===== src/hdl/y2r_pkg.sv =====
// Shared types, constants and helpers for the YUV 4:2:0 to RGB converter.
`timescale 1ns / 1ps
package y2r_pkg;

  // Frame store
  localparam int STORE_BYTES = 131072;
  localparam int MEM_AW      = $clog2(STORE_BYTES);

  // Field widths
  localparam int DIM_W      = 9;
  localparam int COORD_W    = 8;
  localparam int PIX_W      = 8;
  localparam int LAYOUT_W   = 3;
  localparam int CFG_IDX_W  = 2;
  localparam int CFG_DATA_W = 9;

  // Address arithmetic: w*h plus both chroma planes stays below 2^20
  localparam int CALC_W = 20;
  localparam int AMUL_A_W = DIM_W + 1;
  localparam int AMUL_P_W = AMUL_A_W + DIM_W;

  // Input word layout, lowest bit first
  localparam int IN_ADDR_LSB  = 0;
  localparam int IN_VALUE_LSB = IN_ADDR_LSB + MEM_AW;
  localparam int IN_COL_LSB   = IN_VALUE_LSB + PIX_W;
  localparam int IN_ROW_LSB   = IN_COL_LSB + COORD_W;
  localparam int IN_TDATA_W   = 48;
  localparam int OUT_TDATA_W  = 3 * PIX_W;

  // Color math in Q16
  localparam int K_W   = 18;
  localparam int DIF_W = PIX_W + 1;
  localparam int ACC_W = K_W + DIF_W;
  localparam logic signed [K_W-1:0] K_RV = 18'sd91881;
  localparam logic signed [K_W-1:0] K_GU = 18'sd22554;
  localparam logic signed [K_W-1:0] K_GV = 18'sd46802;
  localparam logic signed [K_W-1:0] K_BU = 18'sd116130;

  localparam logic KIND_LOAD  = 1'b0;
  localparam logic KIND_PIXEL = 1'b1;

  localparam logic [LAYOUT_W-1:0] LAYOUT_NV21 = 3'd0;
  localparam logic [LAYOUT_W-1:0] LAYOUT_NV12 = 3'd1;
  localparam logic [LAYOUT_W-1:0] LAYOUT_YU12 = 3'd2;
  localparam logic [LAYOUT_W-1:0] LAYOUT_YV12 = 3'd3;

  typedef enum logic [CFG_IDX_W-1:0] {
    CFG_WIDTH  = 2'd0,
    CFG_HEIGHT = 2'd1,
    CFG_LAYOUT = 2'd2
  } cfg_idx_e;

  typedef enum logic [3:0] {
    ST_IDLE,
    ST_YADDR,
    ST_YRD,
    ST_CMUL,
    ST_HMUL,
    ST_C0RD,
    ST_C1RD,
    ST_CLAT,
    ST_MB,
    ST_MR,
    ST_MGU,
    ST_MGV,
    ST_OUT
  } state_e;

  typedef enum logic [2:0] {
    AMUL_NONE,
    AMUL_Y_ROW,
    AMUL_BASE,
    AMUL_CHROMA_ROW,
    AMUL_HALF_PLANE
  } amul_e;

  typedef enum logic [1:0] {
    RD_NONE,
    RD_Y,
    RD_C0,
    RD_C1
  } rd_e;

  typedef enum logic [2:0] {
    COL_NONE,
    COL_B,
    COL_R,
    COL_GU,
    COL_GV
  } col_e;

  typedef struct packed {
    logic  take_pixel;
    logic  mem_we;
    rd_e   rd;
    amul_e amul;
    logic  lat_y;
    logic  lat_c0;
    logic  lat_c1;
    col_e  col;
    logic  out_load;
  } cmd_t;

  // Truncate a Q16 sum toward zero and clamp to 0..255
  function automatic logic [PIX_W-1:0] clamp_q16(input logic signed [ACC_W-1:0] v);
    logic [ACC_W-18:0] hi;
    hi = v[ACC_W-2:16];
    if (v[ACC_W-1]) begin
      return '0;
    end else if (hi > (ACC_W-17)'(255)) begin
      return '1;
    end else begin
      return hi[PIX_W-1:0];
    end
  endfunction

endpackage


===== src/hdl/y2r_ctrl.sv =====
// Sequencer for frame loads and per-pixel fetch and color conversion.
`timescale 1ns / 1ps
module y2r_ctrl
  import y2r_pkg::*;
(
  input  logic clk_i,
  input  logic rst_ni,
  input  logic in_valid_i,
  input  logic in_kind_i,
  output logic in_ready_o,
  output logic out_valid_o,
  input  logic out_ready_i,
  output cmd_t cmd_o
);

  state_e state_q, state_d;
  logic   out_valid_q, out_valid_d;

  always_ff @(posedge clk_i or negedge rst_ni) begin
    if (!rst_ni) begin
      state_q     <= ST_IDLE;
      out_valid_q <= 1'b0;
    end else begin
      state_q     <= state_d;
      out_valid_q <= out_valid_d;
    end
  end

  always_comb begin
    state_d    = state_q;
    cmd_o      = '0;
    in_ready_o = 1'b0;
    case (state_q)
      ST_IDLE: begin
        in_ready_o = 1'b1;
        if (in_valid_i) begin
          if (in_kind_i == KIND_PIXEL) begin
            cmd_o.take_pixel = 1'b1;
            state_d          = ST_YADDR;
          end else begin
            cmd_o.mem_we = 1'b1;
          end
        end
      end
      ST_YADDR: begin
        cmd_o.amul = AMUL_Y_ROW;
        state_d    = ST_YRD;
      end
      ST_YRD: begin
        cmd_o.rd   = RD_Y;
        cmd_o.amul = AMUL_BASE;
        state_d    = ST_CMUL;
      end
      ST_CMUL: begin
        cmd_o.lat_y = 1'b1;
        cmd_o.amul  = AMUL_CHROMA_ROW;
        state_d     = ST_HMUL;
      end
      ST_HMUL: begin
        cmd_o.amul = AMUL_HALF_PLANE;
        state_d    = ST_C0RD;
      end
      ST_C0RD: begin
        cmd_o.rd = RD_C0;
        state_d  = ST_C1RD;
      end
      ST_C1RD: begin
        cmd_o.rd     = RD_C1;
        cmd_o.lat_c0 = 1'b1;
        state_d      = ST_CLAT;
      end
      ST_CLAT: begin
        cmd_o.lat_c1 = 1'b1;
        state_d      = ST_MB;
      end
      ST_MB: begin
        cmd_o.col = COL_B;
        state_d   = ST_MR;
      end
      ST_MR: begin
        cmd_o.col = COL_R;
        state_d   = ST_MGU;
      end
      ST_MGU: begin
        cmd_o.col = COL_GU;
        state_d   = ST_MGV;
      end
      ST_MGV: begin
        cmd_o.col = COL_GV;
        state_d   = ST_OUT;
      end
      ST_OUT: begin
        // hold until the output register is free or being drained
        if (!out_valid_q || out_ready_i) begin
          cmd_o.out_load = 1'b1;
          state_d        = ST_IDLE;
        end
      end
      default: begin
        state_d = ST_IDLE;
      end
    endcase
  end

  always_comb begin
    if (cmd_o.out_load) begin
      out_valid_d = 1'b1;
    end else if (out_ready_i) begin
      out_valid_d = 1'b0;
    end else begin
      out_valid_d = out_valid_q;
    end
  end

  assign out_valid_o = out_valid_q;

endmodule


===== config.mk =====
export PLATFORM = sky130hd
export DESIGN_NAME = y2r_ctrl
export DESIGN_NICKNAME = d
export VERILOG_FILES = /design/src/hdl/y2r_pkg.sv /design/src/hdl/y2r_ctrl.sv
export SDC_FILE = /design/constraint.sdc
export NUM_CORES = 1
export LEC_CHECK = 0
export ABC_AREA = 1
export BUFFER_PORTS_ARGS = -buffer_cell sky130_fd_sc_hd__buf_2
export CAP_MARGIN = 5
export CORE_AREA = 3 3 40 42
export DETAILED_ROUTE_END_ITERATION = 10
export DIE_AREA = 0 0 43 45
export SLEW_MARGIN = 20
export SYNTH_ARGS = -nofsm -noshare
export SYNTH_HDL_FRONTEND = slang
export SYNTH_SLANG_ARGS = --single-unit

===== constraint.sdc =====
create_clock -name clk_i -period 2.53 [get_ports clk_i]
set_clock_uncertainty 0.2 [all_clocks]
set_input_delay 0.253 -clock clk_i [delete_from_list [all_inputs] [get_ports clk_i]]
set_output_delay 0.253 -clock clk_i [all_outputs]
set_load 0.05 [all_outputs]

### Word level (Yosys, flattened, before mapping)

Cells that the tools add are included.

| cells by class | value |
|---|---|
| add/sub/neg operators | 0 |
| multiply operators | 0 |
| divide/modulo/power cells | 0 |
| magnitude comparators | 0 |
| equality and inequality tests | 15 |
| shift-type cells | 0 |
| multiplexer cells | 19 |
| bitwise gates (word level) | 0 |
| reductions and logical operators | 5 |

Operators with widths:

| kind | count |
|---|---|
| case mux 4 bit (13 select lines) | 1 |
| case mux 3 bit (4 select lines) | 2 |
| equality test 4 bit (second input constant) | 5 |
| equality test 4 x 3 -> 1 bit (second input constant) | 4 |
| two-way mux 4 bit | 3 |
| two-way mux 1 bit | 10 |
| equality test 4 x 2 -> 1 bit (second input constant) | 2 |
| inequality test 2 bit (second input constant) | 3 |
| case mux 2 bit (3 select lines) | 1 |
| equality test 4 x 1 -> 1 bit (second input constant) | 1 |
| logical NOT 4 bit | 1 |
| two-way mux 2 bit | 2 |
| AND reduction 3 bit | 1 |
| nonzero test 2 bit | 1 |
| logical NOT 1 bit | 1 |
| logical OR 1 bit | 1 |

| word-level totals | value |
|---|---|
| bits in registers | 5 |
| latch bits | 0 |
| memory bits (writable) | 0 |
| ROM bits | 0 |
| input bits | 5 |
| output and inout bits | 16 |
| logic and storage cells | 41 |
| memories kept | 0 |

### Logic depth before layout (Yosys ltp)

| logic depth | value |
|---|---|
| word-level depth | 5 |
| depth in mapped cells | 5 |
| depth with buffers taken out | 5 |

### Least setup slack after synthesis

Ideal clock, no wire load.

| timing path | value |
|---|---|
| path kind | reg2out |
| start | reg state_q[2] |
| end | out cmd_o[8] (netlist name) |
| arrival time | 1.446 ns |
| required time | 2.077 ns |
| setup slack | 0.631 ns |
| cell stages (with the launch flop) | 4 |
| buffers on the path | 0 |
| path through | dfrtp_1 nor2_1 inv_1 a21oi_1 |

RTL lines:

| element | line | text |
|---|---|---|
| start: declaration | y2r_ctrl.sv:16 | `state_e state_q, state_d;` |
| start signal: assignment | y2r_ctrl.sv:24 | `state_q <= state_d;` |
| end: declaration | y2r_ctrl.sv:13 | `output cmd_t cmd_o` |

==> out/summary.txt <==
outcome: finished, final reports clean
die area: 0.00194 mm^2
Placement Cell Area: 445 um^2
Crit path largest cell delay: 0.43 ns
Hold Violations, Final: 0
Slew headroom: 0.839
RD Place Congestion: 0.748
Reg-to-Reg Start: state_q[0]
# nets final: 83
setup_tns: 0 ns
worst path required time: 2.08 ns
H-Tree Depth: 1
CTS Sinks: 5
initial antenna violation count: 0
cell area after synthesis: 334 um^2
RR Endpoint: state_q[0]
post-CTS setup buffers: 0
Tot GR Track Use: 0.0921
initial DRC count: 5
Yosys warnings: 0
Starting Density: 0.260
Yosys top cell area share: 0.375
Mean Syn Cell Area: 6.30 um^2
Synthesized Nets: 58
CTS tree: yes
Final Max Tran Viols: 0
Worst setup EP type: primary output
share of cells above drive strength 1: 0.390
fmax: 534 MHz
largest net degree at the start of global routing: 8
post-route cell area: 482 um^2
Core Region: 0.00128 mm^2
max cap viols: 0
IO Port Bufs: 20
post-cts sizing count: 0
FF+latch count, synth: 5
Primary FF master, synth: dfrtp_1
largest family of logic cells by synthesized area: simple AND/OR/NAND/NOR gates
R2R depth: 4
TritonCTS buffer count: 3
Slowest-stage cell, CP: dfrtp_1
most area-consuming cells after synthesis: dfrtp_1 37%, nor2_1 19%, nand2_1 10%, inv_1 7.9%, nand3_1 6.0%
post-synthesis adder-cell area fraction: 0
post-DR wirelength/cell: 8.97 um
delay-heaviest family, CP: flip-flops
vias: 389
Worst setup SP type: flip-flop
first-pass GRT wire length: 1350 um
async set or reset register ratio after synthesis: 1.00
worst hold endpoint: out_valid_o
multiplexer area fraction after synthesis: 0
Synth Instances: 53
synth-to-layout area growth: 44.2%
crit path DAT: 1.42 ns
CTS Hold Bufs: 1
row count: 13
drt first pass iters: 4
worst hold start: out_ready_i
XOR/XNOR share of the synthesized area: 0
Synth Area in Simple Gates: 0.483
worst skew pair latency: 0.24 ns
Worst R2R Setup Slack: 1.27 ns
post-route ant nets: 0
setup violators final: 0
cell mode on critical path: nand2_2
worst-path maximum fanout: 6
Min-Delay Path Depth: 2
most frequent cell after synthesis: nor2_1
final wirelength: 825 um
Chip Width: 43 um
Synth Area in Compound Gates: 0.0300
CP Class: reg -> out
Commonest cells post-synth: 17 x nor2_1, 9 x nand2_1, 7 x inv_1
post-synthesis sequential area ratio: 0.375
worst min-delay path class: in -> reg
Clock Tree Buf Depth: 2
I/O pin cnt: 21
clock root buffer: clkbuf_4
cell taking the most area after synthesis: dfrtp_1
register clock-pin slew on the reported worst setup and hold paths: 0.05 ns
number of global-route vias before repair: 357
number of flops mapped to enable cells by yosys: 0
unrepaired setup endpoints after global routing: no
Yosys cell types: 12
Worst Path Buf+Inv: 2
vias per inst: 4.23
DRC violations left: 0
Tcrit/Tclk final: 0.740
die height: 45 um
Worst-Margin Slew: 0.241 ns
Cell Chain, Critical Path: nor2_1 > nand2_2 > inv_2 > nand2_2 > nor2_2 > buf_2
hpwl dp: 672 um
total gr overflow: 0
n_diodes: 0
clock period minus worst slack: 1.87 ns
==> through the flow <==
stage	utilization	hold slack [ns]	std cells	worst slack (ns)
floorplan	-	-0.243	53	0.631
global placement	0.347	-0.124	87	0.907
detailed placement	0.347	-0.133	87	0.904
CTS	0.375	0.0215	92	0.652
global route	0.375	0.0282	92	0.519
finish	0.375	0.0259	92	0.658
==> worst max path at each step <==
stage | from | end | cells past startpoint
finish | state_q[2] | cmd_o[12] | 6
floorplan | state_q[2] | cmd_o[8] | 3
global route | state_q[0] | cmd_o[12] | 6
CTS | state_q[0] | cmd_o[12] | 6
global placement | state_q[0] | cmd_o[12] | 6
detailed placement | state_q[0] | cmd_o[12] | 6
==> registers in the layout (all words and copies together) (netlist names) <==
signal / count
state_q: 4
out_valid_o: 1
==> kinds of logic (layout without fill, tap and decap cells) <==
| family | count (synthesis) | count (layout) |
|---|---|---|
| flops | 5 | 5 |
| buf+inv | 9 | 33 |
| compound gates | 2 | 2 |
| simple gates | 37 | 37 |
==> metal layers <==
metal  vias up  global-route usage  share of wire
li1        204                   -              -
met1       170               0.108           0.44
met2        15               0.162           0.49
met3         0              0.0239          0.070
met4         0              0.0361              0
met5         -                   0              0
==> worst register-to-register path, cell delays in order, from the launching register on <==
cell	delay (ns)
dfrtp_1	0.42
nor2_2	0.25
nand3_1	0.16
nand2_1	0.09
nor2_1	0.04
==> cells in the final DEF, fill, tap and decap left out, drive strengths merged <==
cell type / netlist / final
o21ai: 1 / 1
dfrtp: 5 / 5
a21oi: 1 / 1
inv: 8 / 8
nor2: 20 / 20
nand2: 12 / 12
nand3: 4 / 4
buf: 1 / 20
or2: 1 / 1
clkbuf: 0 / 4
dlygate4sd3: 0 / 1
==> area by class of cell <==
cell class	count	area, um^2
well taps	15	18.8
multi-input cells	39	171
clock buffers	4	26.3
flip-flops and latches	5	125
inverters	8	30.0
fillers	139	803
repair buffers	21	110
Power is not shown: default switching activity piles up to over one toggle a cycle in this logic, so the estimate is an artifact.
